## src/rtl/core/ffba_pkg.sv

```systemverilog
package ffba_pkg;

	localparam int MaxBlocks = 64;
	localparam int IdxW = $clog2(MaxBlocks);
	localparam int CntW = $clog2(MaxBlocks + 1);

	localparam logic [1:0] KIND_ALLOC = 2'd0;
	localparam logic [1:0] KIND_FREE = 2'd1;
	localparam logic [1:0] KIND_RESIZE = 2'd2;

	localparam logic [2:0] ST_OK = 3'd0;
	localparam logic [2:0] ST_ZERO = 3'd1;
	localparam logic [2:0] ST_OOM = 3'd2;
	localparam logic [2:0] ST_FULL = 3'd3;
	localparam logic [2:0] ST_BAD = 3'd4;

	localparam logic CFG_HEADER = 1'b0;
	localparam logic CFG_LIMIT = 1'b1;

	typedef struct packed {
		logic [1:0] kind;
		logic [31:0] request_size;
		logic [31:0] block_address;
	} in_item_t;

	typedef struct packed {
		logic [31:0] result_address;
		logic [2:0] status;
		logic [6:0] block_count;
		logic [31:0] heap_used;
	} out_item_t;

endpackage

```

## src/rtl/core/first_fit_block_allocator.sv

```systemverilog
// First-fit heap block allocator. Blocks are kept in address order in an internal
// table of 64 entries (start, size, free mark). One item is taken at a time: the
// sequencer reads the table one entry per cycle through a single registered read
// port. The worst case is a resize that must move, which scans once to find the old
// block and once more for a fit. The result is held in an output register until
// taken, and the next input beat can be accepted in the cycle after that.
module first_fit_block_allocator (
	input logic clk,
	input logic arst_n,
	input logic in_valid,
	output logic in_ready,
	input ffba_pkg::in_item_t in_data,
	output logic out_valid,
	input logic out_ready,
	output ffba_pkg::out_item_t out_data,
	input logic cfg_we,
	input logic cfg_index,
	input logic [31:0] cfg_wdata
);

	localparam logic [2:0] S_IDLE = 3'd0;
	localparam logic [2:0] S_FIND = 3'd1; // look for matching address
	localparam logic [2:0] S_FIT = 3'd2; // look for first free fit
	localparam logic [2:0] S_APPEND = 3'd3;
	localparam logic [2:0] S_REL = 3'd4; // release found entry
	localparam logic [2:0] S_DONE = 3'd5;
	localparam logic [2:0] S_OUT = 3'd6;

	logic [31:0] mem_start [ffba_pkg::MaxBlocks];
	logic [31:0] mem_size [ffba_pkg::MaxBlocks];
	logic mem_free [ffba_pkg::MaxBlocks];

	logic [2:0] state_q;
	logic [ffba_pkg::CntW-1:0] count_q;
	logic [31:0] brk_q;
	logic [6:0] hdr_q;
	logic [31:0] limit_q;
	ffba_pkg::in_item_t item_q;
	logic [ffba_pkg::CntW-1:0] ptr_q;
	logic rd_valid_q;
	logic [ffba_pkg::IdxW-1:0] rd_idx_q;
	logic [31:0] rd_start_q, rd_size_q;
	logic rd_free_q;
	logic [ffba_pkg::IdxW-1:0] old_idx_q;
	logic [31:0] old_start_q;
	logic resize_move_q;
	logic [31:0] res_addr_q;
	logic [2:0] res_st_q;
	ffba_pkg::out_item_t out_q;

	logic [32:0] hdr_len;
	logic [33:0] end_sum;
	logic [32:0] user_off;
	logic find_hit, fit_hit;
	logic rd_en;
	logic [ffba_pkg::IdxW-1:0] rd_addr;
	logic we;
	logic [ffba_pkg::IdxW-1:0] w_idx;
	logic [31:0] w_start, w_size;
	logic w_free, w_all;

	assign hdr_len = (hdr_q == 7'd0) ? 33'd1 : {26'd0, hdr_q};
	assign end_sum = {2'b0, brk_q} + {1'b0, hdr_len} + {2'b0, item_q.request_size};
	assign user_off = {1'b0, rd_start_q} + hdr_len;

	assign in_ready = (state_q == S_IDLE);
	assign out_valid = (state_q == S_OUT);
	assign out_data = out_q;

	assign find_hit = (state_q == S_FIND) && rd_valid_q
		&& (user_off == {1'b0, item_q.block_address});
	assign fit_hit = (state_q == S_FIT) && rd_valid_q && rd_free_q
		&& (rd_size_q >= item_q.request_size);

	// Scan pointer issues one read per cycle; the data returns registered in the next cycle.
	// No read is issued on a hit, so the next scan never sees a stale entry.
	assign rd_en = (state_q == S_FIND || state_q == S_FIT) && (ptr_q < count_q)
		&& !find_hit && !fit_hit;
	assign rd_addr = ptr_q[ffba_pkg::IdxW-1:0];

	always_ff @(posedge clk) begin
		if (rd_en) begin
			rd_start_q <= mem_start[rd_addr];
			rd_size_q <= mem_size[rd_addr];
			rd_free_q <= mem_free[rd_addr];
		end
		if (we) begin
			mem_free[w_idx] <= w_free;
			if (w_all) begin
				mem_start[w_idx] <= w_start;
				mem_size[w_idx] <= w_size;
			end
		end
	end

	always_comb begin
		we = 1'b0;
		w_idx = rd_idx_q;
		w_start = brk_q;
		w_size = item_q.request_size;
		w_free = 1'b0;
		w_all = 1'b0;
		if (fit_hit)
			we = 1'b1;
		else if (state_q == S_APPEND && !(count_q >= ffba_pkg::CntW'(ffba_pkg::MaxBlocks))
				&& end_sum <= {2'b0, limit_q}) begin
			we = 1'b1;
			w_idx = count_q[ffba_pkg::IdxW-1:0];
			w_all = 1'b1;
		end else if (state_q == S_REL
				&& !({1'b0, old_idx_q} + 1'b1 == {1'b0, count_q})) begin
			we = 1'b1;
			w_idx = old_idx_q;
			w_free = 1'b1;
		end
	end

	always_ff @(posedge clk or negedge arst_n) begin
		if (!arst_n) begin
			state_q <= S_IDLE;
			count_q <= '0;
			brk_q <= '0;
			hdr_q <= 7'd32;
			limit_q <= 32'd65536;
			ptr_q <= '0;
			rd_valid_q <= 1'b0;
		end else begin
			if (cfg_we) begin
				if (cfg_index == ffba_pkg::CFG_HEADER)
					hdr_q <= cfg_wdata[6:0];
				else
					limit_q <= cfg_wdata;
			end
			rd_valid_q <= rd_en;
			rd_idx_q <= rd_addr;
			if (rd_en)
				ptr_q <= ptr_q + 1'b1;
			case (state_q)
				S_IDLE: begin
					if (in_valid) begin
						item_q <= in_data;
						ptr_q <= '0;
						res_addr_q <= '0;
						res_st_q <= ffba_pkg::ST_OK;
						resize_move_q <= 1'b0;
						case (in_data.kind)
							ffba_pkg::KIND_ALLOC: begin
								if (in_data.request_size == '0) begin
									res_st_q <= ffba_pkg::ST_ZERO;
									state_q <= S_DONE;
								end else
									state_q <= S_FIT;
							end
							ffba_pkg::KIND_FREE: begin
								state_q <= (in_data.block_address == '0) ? S_DONE : S_FIND;
							end
							ffba_pkg::KIND_RESIZE: begin
								if (in_data.block_address == '0) begin
									if (in_data.request_size == '0) begin
										res_st_q <= ffba_pkg::ST_ZERO;
										state_q <= S_DONE;
									end else
										state_q <= S_FIT;
								end else
									state_q <= S_FIND;
							end
							default: state_q <= S_DONE;
						endcase
					end
				end
				S_FIND: begin
					if (find_hit) begin
						old_idx_q <= rd_idx_q;
						old_start_q <= rd_start_q;
						ptr_q <= '0;
						if (item_q.kind == ffba_pkg::KIND_FREE || item_q.request_size == '0)
							state_q <= S_REL;
						else if (rd_size_q >= item_q.request_size) begin
							res_addr_q <= item_q.block_address;
							state_q <= S_DONE;
						end else begin
							resize_move_q <= 1'b1;
							state_q <= S_FIT;
						end
					end else if (!rd_en && !rd_valid_q) begin
						res_st_q <= ffba_pkg::ST_BAD;
						state_q <= S_DONE;
					end
				end
				S_FIT: begin
					if (fit_hit) begin
						res_addr_q <= user_off[31:0];
						state_q <= resize_move_q ? S_REL : S_DONE;
					end else if (!rd_en && !rd_valid_q)
						state_q <= S_APPEND;
				end
				S_APPEND: begin
					if (count_q >= ffba_pkg::CntW'(ffba_pkg::MaxBlocks)) begin
						res_st_q <= ffba_pkg::ST_FULL;
						state_q <= S_DONE;
					end else if (end_sum > {2'b0, limit_q}) begin
						res_st_q <= ffba_pkg::ST_OOM;
						state_q <= S_DONE;
					end else begin
						res_addr_q <= brk_q + hdr_len[31:0];
						brk_q <= end_sum[31:0];
						count_q <= count_q + 1'b1;
						state_q <= resize_move_q ? S_REL : S_DONE;
					end
				end
				S_REL: begin
					if ({1'b0, old_idx_q} + 1'b1 == {1'b0, count_q}) begin
						brk_q <= old_start_q;
						count_q <= count_q - 1'b1;
					end
					state_q <= S_DONE;
				end
				S_DONE: begin
					out_q.result_address <= res_addr_q;
					out_q.status <= res_st_q;
					out_q.block_count <= 7'(count_q);
					out_q.heap_used <= brk_q;
					state_q <= S_OUT;
				end
				S_OUT: begin
					if (out_ready)
						state_q <= S_IDLE;
				end
				default: state_q <= S_IDLE;
			endcase
		end
	end

	a_count_bound: assert property (@(posedge clk) disable iff (!arst_n)
		count_q <= ffba_pkg::CntW'(ffba_pkg::MaxBlocks))
		else $error("block count above table depth");
	a_out_hold: assert property (@(posedge clk) disable iff (!arst_n)
		out_valid && !out_ready |=> out_valid && $stable(out_data))
		else $error("result changed while stalled");
	a_ok_nonnull: assert property (@(posedge clk) disable iff (!arst_n)
		out_valid && out_data.status != ffba_pkg::ST_OK |-> out_data.result_address == '0)
		else $error("failed item returned an address");

endmodule

```

## config.mk

```make
export PLATFORM = sky130hd
export DESIGN_NAME = first_fit_block_allocator
export DESIGN_NICKNAME = d
export VERILOG_FILES = /design/src/rtl/core/ffba_pkg.sv /design/src/rtl/core/first_fit_block_allocator.sv
export SDC_FILE = /design/constraint.sdc
export NUM_CORES = 2
export LEC_CHECK = 0
export BUFFER_PORTS_ARGS = -buffer_cell sky130_fd_sc_hd__buf_2
export CAP_MARGIN = 15
export CELL_PAD_IN_SITES_DETAIL_PLACEMENT = 1
export CELL_PAD_IN_SITES_GLOBAL_PLACEMENT = 1
export CORE_ASPECT_RATIO = 0.8
export CORE_MARGIN = 1.5
export CORE_UTILIZATION = 51
export CTS_CLUSTER_DIAMETER = 80
export DETAILED_ROUTE_END_ITERATION = 7
export GPL_ROUTABILITY_DRIVEN = 1
export PLACE_DENSITY = 0.85
export SYNTH_ARGS = -nofsm -noshare
export SYNTH_HDL_FRONTEND = slang
export SYNTH_MEMORY_MAX_BITS = 65536
export SYNTH_SLANG_ARGS = --single-unit
```

## constraint.sdc

```tcl
create_clock -name clk -period 28.5 [get_ports clk]
set_clock_uncertainty 0.1 [all_clocks]
set_input_delay 5.7 -clock clk [delete_from_list [all_inputs] [get_ports clk]]
set_output_delay 5.7 -clock clk [all_outputs]
set_load 0.01 [all_outputs]
```

======== Yosys cells after proc, flatten, opt, wreduce, memory -nomap -nowiden ========
Memory sizes are Yosys's and may differ from the RTL's. A register that Yosys moved wholly into a read port is not among the register bits.
Index checks and enable logic that the tools add are counted.
storage, ports and cells
  bits in writable memories ............... 4,160
  input port bits ......................... 104
  memories ................................ 3
  register bits after elaboration ......... 309
memories
  name       words  bits a word  read ports  clocked after Yosys merged registers in  wr ports  RTL line                         RTL
  mem_size   64     32           1           1                                        1         first_fit_block_allocator.sv:30  logic [31:0] mem_size [ffba_pkg::MaxBlocks];
  mem_start  64     32           1           1                                        1         first_fit_block_allocator.sv:29  logic [31:0] mem_start [ffba_pkg::MaxBlocks];
  mem_free   64     1            1           1                                        1         first_fit_block_allocator.sv:31  logic mem_free [ffba_pkg::MaxBlocks];
cells by class
  reductions and logical operators ........ 40
  multiplexer cells ....................... 66
  eq/ne operators ......................... 26
  add/sub/neg operators ................... 8
  order comparisons ....................... 5
  bitwise operators ....................... 1
operator list
  kind                 number
  $mux 32              10
  $pmux 32 s4          1
  $logic_not 32->1     3
  $add 32x7->33        2
  $pmux 32 s2          1
  $mux 7               7
  $mux 3               16
  $add 33x32->34       1
  $gt 34x32->1         1
  $le 34x32->1         1
  $eq 33x32->1         1
  $add 32x7->32        1
  $ge 32x32->1         1
  $pmux 7 s2           2
  $mux 1               21
  $pmux 3 s7           1
  $mux 6               3
  $ne 2x2->1 const B   9
  $pmux 3 s3           2
  $add 7x1->7 const B  2
  $logic_and 1x1->1    12
  $reduce_and 6->1     2
  $eq 3x3->1 const B   3
  $reduce_and 9->1     1
  25 further kinds     42

======== Logic depth before layout (Yosys ltp) ========
  depth in word-level cells ............... 13
  mapped depth ............................ 30

======== Least setup slack after synthesis ========
OpenSTA, ideal clock, no wires.
  path type ............................... input-to-reg
  start point ............................. input in_valid
  end point ............................... register res_addr_q[0], enable pin
  arrival time ............................ 9,150 ps
  stages .................................. 3
  library setup time ...................... 501 ps
  setup slack ............................. 18,749 ps
  cells stage by stage .................... inv_1 -> a2111o_1 -> nor4_1
on the way
  longest elaborated chain between the ends .. 2
ends and longest elaborated chain
  element                            RTL line                          RTL
  from (decl)                        first_fit_block_allocator.sv:10   input logic in_valid,
  $ne 2x2->1 (no source line)        -
  $reduce_and 9->1 (no source line)  -
  to (signal assigned)               first_fit_block_allocator.sv:179  res_addr_q <= item_q.block_address;
  to (signal assigned)               first_fit_block_allocator.sv:192  res_addr_q <= user_off[31:0];
  to (signal assigned)               first_fit_block_allocator.sv:205  res_addr_q <= brk_q + hdr_len[31:0];
  to (decl)                          first_fit_block_allocator.sv:47   logic [31:0] res_addr_q;
No other way between the ends.
A chain may end at the register's enable or synchronous reset.

======== Worst setup path after layout ========
  start point ............................. register hdr_q[2]
  end point ............................... memory mem_start[36][23], enable pin
on the way
  longest elaborated chain between the ends .. 11
  elaborated cells between the ends (all ways) .. 15
ends and longest elaborated chain
  element                       RTL line                          RTL
  from (decl)                   first_fit_block_allocator.sv:36   logic [6:0] hdr_q;
  from (signal assigned)        first_fit_block_allocator.sv:130  hdr_q <= cfg_wdata[6:0];
  $logic_not 7->1               first_fit_block_allocator.sv:62   assign hdr_len = (hdr_q == 7'd0) ? 33'd1 : {26'd0, hdr_q};
  $mux 7 *                      first_fit_block_allocator.sv:62
  $add 32x7->33 *               first_fit_block_allocator.sv:63   assign end_sum = {2'b0, brk_q} + {1'b0, hdr_len} + {2'b0, item_q.request_size};
  $add 33x32->34 *              first_fit_block_allocator.sv:63
  $le 34x32->1 *                first_fit_block_allocator.sv:106  && end_sum <= {2'b0, limit_q}) begin
  $logic_and 1x1->1 *           first_fit_block_allocator.sv:106
  $mux 1                        first_fit_block_allocator.sv:105  else if (state_q == S_APPEND && !(count_q >= ffba_pkg::CntW'(ffba_pkg::MaxBlocks))
  $mux 1                        first_fit_block_allocator.sv:103  if (fit_hit)
  $mux 1                        first_fit_block_allocator.sv:89   if (w_all) begin
  $mux 1                        first_fit_block_allocator.sv:87   if (we) begin
  $mux 1 (implied by the code)  first_fit_block_allocator.sv:90   mem_start[w_idx] <= w_start;
  to (decl)                     first_fit_block_allocator.sv:29
Mark *: on every way between the ends. The rest lies on a longest branch, timed or not.

==> flow_summary.yaml <==
worst_setup_path:
  arrival_ns: 12.07
  reg2reg_depth: 29
  worstPathRequired_ns: 29.01
  crit_path_start_kind: "register"
  critPathKind: "reg -> reg"
  reg2reg_to: "mem_start[36][23]"
  r2r_setup_slack_ns: 16.94
  worstReg2RegStart: "hdr_q[2]"
  endpoint_kind: "register"
  crit_fanout: 40
  cp_slowest_stage_delay_ns: 1.27
  slowest_stage: "a221oi_1"
cts:
  insertion_delay_ns: 1.03
  cts_buffers: 424
  cts_sinks: 4534
  htree_levels: 5
  cts_tree: "done"
  cts_setup_buffers: 0
  root_buffer: "clkbuf_16"
  clk_pin_slew_ns: 0.06
  clk_path_buf_depth: 4
  ctsResizeCount: 0
  ctsHoldBuffers: 0
cells_and_area:
  drive_above_1_share_pct: 25.3
  area_delta_synth_final_pct: 12.3
  utilization_pct: 57.6
  fin_nets: 9267
  layoutNonFillerInstCount: 14000
grt:
  grt_pass1_vias: 102000
  grtUsageMet2_pct: 54.7
  grt_max_degree: 112
  busiest_layer: "met2"
  grt_usage_pct: 36.4
  gr-usage-met3_pct: 13.5
  grt_overflow_total: 0
  use_met1_pct: 47.9
  antenna_found_initial: 88
  grt_pass1_wl_um: 884000
placement:
  dp_hpwl_um: 363000
  routabilityCongestion: 0.962
  dp.cells: 13200
  io_buffers: 179
floorplan:
  ios: 180
  die_w_um: 665
  start_util_pct: 51.3
  core_um2: 349000
  dieArea_um2: 355000
  die_h_um: 533
  rows: 194
drt:
  drc: 0
  drt-vias-per-instance: 7.39
  drtAntennaViolNets: 0
  first_iter_violations: 22100
  wl_um: 656000
  wire_per_inst_um: 46.8
  first_pass_iters: 6
  vias: 104000
sta:
  drv_slew: 0
  hold_viol: 0
  post-route-period-util_pct: 40.6
  slew_headroom_pct: 5.78
  max_freq_mhz: 86.5
  period_minus_slack_ns: 11.56
  worst_slew_pin_slew_ns: 1.41
  setup_violations: 0
  tns_ns: 0
  grt_setup_unrepaired: "no"
yosys:
  yosys_register_bits: 4534
  synth_edf_count: 4445
  ys_warn_count: 0
  ys_seq_area_share_pct: 75.8
  ys.flop_type: "edfxtp_1"
  syn-instance-count: 8540
  syn_avg_cell_area_um2: 21.0
  yosysUniqueCellTypes: 91
  syn-cell-area_um2: 179000
  synth-async-reset-ratio_pct: 1.96
  synth_fp_nets: 8800
power:
  power.density_nw_per_um2: 102
  power_leakage_nw: 63.6
  worst_ir_drop_vdd_uv: 97.2
  finalPower_mw: 20.5
worst_hold_path:
  hold_start: "res_addr_q[17]"
  hold_class: "reg -> reg"
  hold-path-endpoint: "out_data[59]"
  whs_path_depth: 0
run_status:
  status: "completed"
flow_run:
  maxCapViolCount: 0
==> layer usage <==
| layer | up-vias | part of all wire [%] |
|---|---|---|
| li1 | 36700 | - |
| met1 | 52800 | 33 |
| met2 | 11700 | 45 |
| met3 | 2315 | 17 |
| met4 | 58 | 5.8 |
| met5 | - | 0.078 |
==> sequential cells by signal, summed over array words and instances, names as in the netlist, 32 cells and up <==
signal,cells
rd_size_q,32
mem_free,64
res_addr_q,32
old_start_q,32
mem_start,2048
w_size,32
mem_size,2048
brk_q,32
limit_q,32
rd_start_q,32
item_q,34
out_data,74
==> cells by family (layout without fill, tap and decap cells) <==
kind of cell | count (synthesis) | after routing | synth area share, %
AOI/OAI and AO/OA | 791 | 791 | 3.01
and+or+nand+nor | 916 | 916 | 2.34
adders and majority gates | 158 | 158 | 1.14
DFF | 4534 | 4534 | 75.8
muxes | 1455 | 1455 | 15.9
xor gates and xnor gates | 138 | 138 | 0.699
buffers and inverters | 548 | 1379 | 1.16
other | 0 | 32 | 0
==> layout make-up <==
class	count	area (µm²)
Clock buffer	513	11000
Timing Repair Buffer	473	3280
Inverter	116	448
Fill cell	29400	148000
Antenna cell	32	80.1
Tap cell	4606	5760
Clock inverter	277	2810
Multi-Input combinational cell	3458	41800
Sequential cell	4534	136000
==> report_power, final <==
| group | switching, mW | leakage, nW | internal, mW | total [mW] |
|---|---|---|---|---|
| Combinational | 4.20 | 15.6 | 2.05 | 6.25 |
| Sequential | 0.327 | 41.2 | 8.00 | 8.33 |
| Clock | 2.75 | 6.76 | 3.17 | 5.92 |
==> synth_stat cells, types with 6 or more instances <==
cell / number / share of area [%]
xnor2_1: 97 / 0.47
edfxtp_1: 4445 / 75
nand2_1: 329 / 0.69
nor3_1: 38 / 0.11
fa_1: 10 / 0.11
a32oi_1: 23 / 0.11
and4_1: 10 / 0.049
and3_1: 16 / 0.056
nor2b_1: 20 / 0.070
nand2b_1: 19 / 0.066
a22oi_1: 24 / 0.10
buf_1: 114 / 0.24
o31ai_1: 7 / 0.029
a221o_1: 10 / 0.056
nand4_1: 42 / 0.15
inv_1: 114 / 0.24
a211oi_1: 41 / 0.17
or4_1: 7 / 0.029
xor2_1: 38 / 0.19
nor2_1: 273 / 0.57
or3_1: 13 / 0.045
nor4_1: 35 / 0.12
nand3_1: 67 / 0.19
o2111ai_1: 6 / 0.029
o211ai_1: 8 / 0.034
a221oi_1: 14 / 0.068
a31oi_1: 46 / 0.16
o221ai_1: 112 / 0.55
and2_1: 14 / 0.049
buf_2: 8 / 0.022
ha_1: 146 / 1.0
mux4_2: 1100 / 14
nor4b_1: 7 / 0.034
a21oi_1: 170 / 0.48
dfrtp_1: 87 / 1.2
a2111oi_0: 8 / 0.039
o21a_1: 14 / 0.059
mux2_2: 44 / 0.28
a21o_1: 33 / 0.14
nand3b_1: 6 / 0.025
or2_2: 6 / 0.021
mux2i_1: 311 / 1.7
o22ai_1: 81 / 0.28
o21ai_0: 134 / 0.37
clkbuf_1: 306 / 0.64
==> how the worst max path moves through the flow <==
stage / depth (start not counted) / endpoint / startpoint
finish: 29 / mem_start[36][23] / hdr_q[2]
global placement: 27 / mem_start[48][11] / brk_q[0]
CTS: 27 / mem_size[48][17] / brk_q[0]
floorplan: 3 / res_addr_q[0] / in_valid
global route: 29 / mem_start[34][11] / hdr_q[2]
detailed placement: 27 / mem_start[50][23] / brk_q[0]
==> worst max-delay path, delay by kind of cell (launching register included) <==
kind,cells,cell delay (ns)
flops,1,0.54
fa+ha+maj,4,1.33
buf+inv,5,1.35
xor+xnor,1,0.16
simple gates,9,3.93
compound gates,10,3.62
==> cells in the final DEF, fill, tap and decap left out, types with 83 or more instances in the layout <==
cell       count
buf_2        178
nand2_1      327
xnor2_1       97
o221ai_1     112
clkinv_1      99
clkinv_2      89
buf_4        280
edfxtp_1    4445
ha_1         146
clkbuf_16    428
mux4_2      1100
a21oi_1      169
nor2_1       208
inv_1        112
mux2i_1      311
clkbuf_1      83
o21ai_0      134
==> stage by stage <==
stage               hold slack, ns  instance area (µm²)  worst slack (ns)
finish                       0.314               201000             16.94
global route                 0.324               201000             16.77
CTS                          0.320               201000             16.65
detailed placement           0.306               187000             16.91
global placement             0.304               187000             17.60
floorplan                    0.300               179000             18.75
Power figures use the tool's default switching activity.
